==> src/rtl/vlrr_pkg.sv <==
package vlrr_pkg;

	localparam int TableEntriesDefault = 64;
	localparam int VoicesDefault = 16;
	localparam int NotesDefault = 128;

	localparam int CfgIdxW = 2;
	localparam int CfgDataW = 7;

	typedef enum logic [CfgIdxW-1:0] {
		CFG_ENTRIES = 2'd0,
		CFG_STYLE = 2'd1,
		CFG_DRUMMER = 2'd2
	} cfg_idx_t;

	typedef enum logic [1:0] {
		FN_WRITE = 2'd0,
		FN_HINT = 2'd1,
		FN_NOTE_ON = 2'd2
	} func_t;

	typedef enum logic [3:0] {
		ST_IDLE,
		ST_CLEAR,
		ST_RDCNT,
		ST_EXACT,
		ST_NEAR,
		ST_DECIDE,
		ST_MOD,
		ST_PICK,
		ST_VOICE,
		ST_OUT
	} state_t;

	typedef struct packed {
		logic [6:0] note;
		logic [6:0] vlo;
		logic [6:0] vhi;
		logic [1:0] style;
		logic [3:0] drummer;
		logic [3:0] artic;
	} entry_t;

	typedef struct packed {
		logic start;
		logic busy;
		logic done;
	} div_ctl_t;

endpackage

==> src/rtl/vlrr_div.sv <==
module vlrr_div import vlrr_pkg::*; #(
	parameter int CntW = 7
) (
	input logic clk,
	input logic arst_n,
	input logic start,
	input logic [31:0] dividend,
	input logic [CntW-1:0] divisor,
	output logic done,
	output logic [CntW-1:0] remainder
);
	logic [31:0] quo_q;
	logic [CntW:0] rem_q;
	logic [5:0] cnt_q;
	logic busy_q;
	logic [CntW:0] trial;

	assign trial = {rem_q[CntW-1:0], quo_q[31]};
	assign remainder = rem_q[CntW-1:0];

	always_ff @(posedge clk or negedge arst_n) begin
		if (!arst_n) begin
			busy_q <= 1'b0;
			done <= 1'b0;
			cnt_q <= '0;
		end else begin
			done <= 1'b0;
			if (start) begin
				busy_q <= 1'b1;
				cnt_q <= 6'd32;
			end else if (busy_q) begin
				cnt_q <= cnt_q - 6'd1;
				if (cnt_q == 6'd1) begin
					busy_q <= 1'b0;
					done <= 1'b1;
				end
			end
		end
	end

	always_ff @(posedge clk) begin
		if (start) begin
			quo_q <= dividend;
			rem_q <= '0;
		end else if (busy_q) begin
			quo_q <= {quo_q[30:0], 1'b0};
			if (trial >= {1'b0, divisor})
				rem_q <= trial - {1'b0, divisor};
			else
				rem_q <= trial;
		end
	end
endmodule

==> config.mk <==
export PLATFORM = sky130hd
export DESIGN_NAME = vlrr_div
export DESIGN_NICKNAME = d
export VERILOG_FILES = /design/src/rtl/vlrr_pkg.sv /design/src/rtl/vlrr_div.sv
export SDC_FILE = /design/constraint.sdc
export NUM_CORES = 1
export LEC_CHECK = 0
export ABC_AREA = 1
export ABC_CLOCK_PERIOD_IN_PS = 1700
export BUFFER_PORTS_ARGS = -buffer_cell sky130_fd_sc_hd__buf_4
export CAP_MARGIN = 20
export CORE_MARGIN = 2
export CORE_UTILIZATION = 39
export CTS_CLUSTER_DIAMETER = 40
export CTS_CLUSTER_SIZE = 40
export DETAILED_ROUTE_END_ITERATION = 6
export PLACE_DENSITY = 0.72
export SKIP_LAST_GASP = 1
export SYNTH_ARGS = -nofsm -noshare
export SYNTH_HDL_FRONTEND = slang
export SYNTH_SLANG_ARGS = --single-unit
==> constraint.sdc <==
create_clock -name clk -period 1.7 [get_ports clk]
set_input_delay 0 -clock clk [delete_from_list [all_inputs] [get_ports clk]]
set_output_delay 0 -clock clk [all_outputs]
set_load 0.02 [all_outputs]
### Yosys cells after proc, flatten, opt, wreduce, memory -nomap -nowiden

Cells that the tools add are included.

* add/subtract/negate cells: 2
* $lt $le $gt $ge: 1
* eq/ne operators: 1
* mux-type cells: 11
* reductions and logical operators: 1

Operators with widths (number)
* $mux 32: 2
* $mux 6: 2
* $ge 8x7->1: 1
* $mux 7: 1
* $sub 7x7->7: 1
* $eq 6x1->1 const B: 1
* $mux 1: 6
* $sub 6x1->6 const B: 1
* $reduce_bool 2->1: 1

* register bits: 47
* output and inout bits: 8
* word-level logic and storage cells: 21

### Depth between registers and ports, before layout

* depth in word-level cells: 4
* mapped depth: 14
* depth with buffers taken out: 14

### Least setup slack after synthesis

Ideal clock, no wire load.

* path kind: register to register
* from: register quo_q[31]
* to: register rem_q[6]
* setup time: 112 ps
* arrival time: 1572 ps
* required time: 1588 ps
* slack: 15 ps
* stages on the path, launching flop included: 15
* buffers on the path: 0
* period minus slack after synthesis: 1685 ps
* path through: edfxtp_1 -> inv_1 -> ha_1 -> inv_2 -> fa_1 -> nand2_1 -> nand2_1 -> nand2_2 -> nand2_2 -> nand2_4 -> nand3_1 -> nand2_1 -> inv_1 -> nand2_1 -> nand2_1

* cells in the longest elaborated chain, start to end: 2
* elaborated cells on any way between the ends: 3

RTL lines
* start, declared: line vlrr_div.sv:12 `logic [31:0] quo_q;`
* start signal, assigned: line vlrr_div.sv:43 `quo_q <= dividend;`
* start signal, assigned: line vlrr_div.sv:46 `quo_q <= {quo_q[30:0], 1'b0};`
* $sub 7x7->7 / $ge 8x7->1 (equally long branches): line vlrr_div.sv:48, vlrr_div.sv:47
* $mux 7 *: line vlrr_div.sv:47 `if (trial >= {1'b0, divisor})`
* end signal, assigned: line vlrr_div.sv:48 `rem_q <= trial - {1'b0, divisor};`
* end signal, assigned: line vlrr_div.sv:50 `rem_q <= trial;`
* end, declared: line vlrr_div.sv:13 `logic [CntW:0] rem_q;`

Every way passes the cells marked *; elsewhere a longest branch is shown, timed or not.
A chain may end at the register's enable or synchronous reset.

### Final worst setup path

* from: register quo_q[31]
* to: register rem_q[0]

The elaborated chain is that of the path after synthesis.

==> Flow_metrics.wiki <==
{| class="wikitable"
! Metric !! Value
|-
| Final-layout fill cell count || 514
|-
| Pin count of the biggest net entering global routing || 38
|-
| Clock network power share || 0.164
|-
| Global router's overall resource usage || 0.166
|-
| Total negative slack || -0.407 ns
|-
| Cells after Synth || around 280
|-
| Main area contributors after synthesis || edfxtp_1, nand2_1, dfrtp_1, dfxtp_1, ha_1
|-
| Reg clk slew, reported paths || roughly 0.080 ns
|-
| Comb power frac || 0.440
|-
| Placeable core region || roughly 6000 sq um
|-
| Number of H-tree branching levels || 2
|-
| Warning count from the yosys run || 0
|-
| Final cell count without fillers || 459
|-
| Switching power share of the total || 0.364
|-
| Clock tree from TritonCTS || built
|-
| Count of flip-flops with a built-in enable after synthesis || 32
|-
| Most frequent cells in the layout || nand2_1, buf_4, dlygate4sd3_1
|-
| Mean instance size in the synthesized netlist || ~8.6 sq um
|-
| FP Rows || 28
|-
| Leading cell type in the layout, fill and taps excluded || nand2_1
|-
| Final total power || roughly 3900 uW
|-
| CP max FO || 2
|-
| Via count normalized by instance count || 4.73
|-
| Total instance count after detailed placement || roughly 400
|-
| Final worst-path setup slack || -0.134 ns
|-
| Wire length per cell after detailed routing || 11.7 um
|-
| Number of failing hold endpoints at the final stage || 0
|-
| Type of the worst min-delay path || input pin to async pin
|-
| Setup slack on the worst flop-to-flop path || -0.13 ns
|-
| Share of the yosys chip area belonging to registers || 0.540
|-
| Crit end category || flop
|-
| Setup repair after global routing missed its margin || true
|-
| Worst skew pair latency || 0.30 ns
|-
| Arrival time worst endpoint || 2.06 ns
|-
| Die boundary width || 82.6 um
|-
| Share of the synthesized area in the top cell type || 0.399
|-
| Critical Path Source Type || flop
|-
| Count of antenna diodes in the layout || 0
|-
| Final max-slew violation count || 0
|-
| Number of top-level pins || 50
|-
| Routability congestion estimate from global placement || 0.819
|-
| Main flop type after synthesis || edfxtp_1
|-
| Sequential power share || 0.396
|-
| Status || complete, but fails checks
|-
| Cts bufs inserted || 5
|-
| #FFs+latches synth || 47
|-
| Die Footprint || 6830 sq um
|-
| Synthesized cell area || 2410 sq um
|-
| Violated checks || setup timing
|-
| Via count || 2,171
|-
| Number of detailed-routing iterations run before antenna repair || 4
|-
| Clock root buffer || clkbuf_8
|-
| Core utilization of the finished layout || 0.579
|-
| GRT Residual Overflow || 0
|-
| Number of sinks driven by the clock tree || 47
|-
| Slew margin rel. || 0.508
|-
| IO buf count || 49
|-
| R2R Path Start || quo_q[31]$_DFFE_PP_
|-
| Critical path type || flop to flop
|-
| Peak supply drop || 710 uV
|-
| Detail Placement HPWL || 3230 um
|-
| Top cell type by total area after synthesis || edfxtp_1
|-
| Post-place setup slack || -0.103 ns
|-
| Wire length of the first global-routing pass || between 8000 and 9000 um
|-
| Required time of the worst setup path || 1.93 ns
|-
| DRT antenna net count || 0
|-
| Ys async rst share || 0.170
|-
| Final Cycle Share || 1.08
|-
| GRT met3 Usage || 0.0326
|-
| Worst setup path endpoint || rem_q[0]$_SDFFE_PP0P_
|-
| Critical path launch point || quo_q[31]$_DFFE_PP_
|-
| Total power divided by cell area || 1140 nW/um^2
|-
| Fin nets || 435
|-
| Layer with the highest usage after global routing || met2
|-
| Die height || 82.6 um
|-
| Final critical path time including I/O delays and setup || roughly 1.8 ns
|-
| Max-capacitance violation count || 0
|-
| Slew at the pin closest to its max-slew limit || 0.737 ns
|-
| Number of buffers on the longest clock path || 2
|-
| Timing-limited maximum frequency || roughly 550 MHz
|-
| P_leak || roughly 0.0018 uW
|-
| Number of cells traversed by the worst register-to-register path || 13
|-
| Initial detailed-routing violation count || 151
|-
| Number of distinct standard cells referenced by the synthesized netlist || 28
|-
| Post-detailed-routing wire length || 5390 um
|-
| Synthesized Nets || about 330
|-
| Clock Skew || around 0.0062 ns
|-
| Endpoint of the most critical register-to-register path || rem_q[0]$_SDFFE_PP0P_
|-
| Starting density of the core || 0.405
|-
| Antenna violations before repair || 0
|-
| Area delta synth->final || 43.0%
|-
| Final setup vio count || 7
|-
| Number of global-route vias before repair || 1,988
|-
| Internal power || 2490 uW
|-
| Power spent charging and discharging nets || 1420 uW
|-
| Met2 GRT Util || 0.281
|-
| Met1 Usage GRT || 0.206
|-
| DRC violations left || 0
|-
| Fraction of layout instances using a drive strength above 1 || 0.253
|}
-- metal layers --
metal	part of all wire	vias to the layer above
met2	0.49	61
met5	0	-
met4	0.028	0
met3	0.038	15
met1	0.44	993
li1	-	1102
-- final cells by class --
class | instances | area [sq um] | area share
multi-input cells | 197 | 1010 | 0.294
flip-flops and latches | 47 | 1300 | 0.377
inverters | 31 | 116 | 0.0338
clock buffers | 6 | 72.6 | 0.0211
clock inverters | 2 | 7.51 | 0.00218
well taps | 75 | 93.8 | 0.0272
repair buffers | 101 | 841 | 0.244
-- how the worst min path moves through the flow --
stage                start  depth (start not counted)                    to  slack, ns
finish              arst_n                          2  cnt_q[2]$_DFFE_PN0P_       0.05
global route        arst_n                          2        done$_DFF_PN0_       0.07
CTS                 arst_n                          2        done$_DFF_PN0_       0.05
detailed placement  arst_n                          1        done$_DFF_PN0_      -0.18
global placement    arst_n                          1        done$_DFF_PN0_      -0.18
floorplan           arst_n                          0      busy_q$_DFF_PN0_      -0.30
-- Yosys cell counts (2+ instances only) --
master / n
nand3_1: 17
o21ai_1: 7
or2_1: 4
ha_1: 9
dfrtp_1: 8
nor2_1: 7
nand4_1: 2
a21oi_1: 6
nand2_4: 2
inv_2: 6
nand2_1: 127
nand2_2: 2
edfxtp_1: 32
o21ai_0: 2
inv_1: 25
clkbuf_1: 6
nand3b_1: 2
dfxtp_1: 7
-- timing repair --
item / 4_1_cts / 5_1_grt
cloned: 1 / 0
pin swaps: 3 / 2
setup buffers: 10 / 1
gates resized for setup: 5 / 6
setup endpoints to repair: 7 / 7
endpoints found under the hold margin: 40 / 0
hold buffers: 33 / 0
-- metrics by stage --
stage,instance area [sq um],hold slack [ns]
after floorplan,2410,-0.296
after global placement,2900,-0.177
after detailed placement,2900,-0.177
after CTS,3410,0.0533
after global routing,3450,0.0658
final,3450,0.0450
-- power groups by stage --
stage	Combinational [uW]	Clock [uW]	Sequential (uW)
floorplan	923	0	1650
global placement	1440	0	1570
detailed placement	1470	0	1570
CTS	1630	653	1550
global route	1910	697	1570
finish	1720	642	1550
-- critical path: stages (launching register included) --
cell and delay (ns):
edfxtp_1 0.35, inv_2 0.05, buf_4 0.13, buf_4 0.12, buf_4 0.12, buf_4 0.12
buf_4 0.12, buf_4 0.12, buf_4 0.12, buf_4 0.12, buf_4 0.12, nand3_1 0.09
nand3_1 0.09, o21ai_1 0.09
-- kinds of logic after synthesis --
| kind of cell | count (synthesis) | share of synthesized area |
|---|---|---|
| flip-flops | 47 | 0.540 |
| adder cells (fa/ha/maj) | 10 | 0.0550 |
| buffers and inverters | 38 | 0.0607 |
| XOR/XNOR | 2 | 0.00727 |
| AO/OA/AOI/OAI | 17 | 0.0405 |
| AND/OR/NAND/NOR | 167 | 0.297 |
-- flip-flops by register name (all words and copies together) (netlist names) --
signal,cells
done,1
rem_q,7
busy_q,1
quo_q,32
cnt_q,6
No activity file was read; power rests on OpenSTA's default activity.
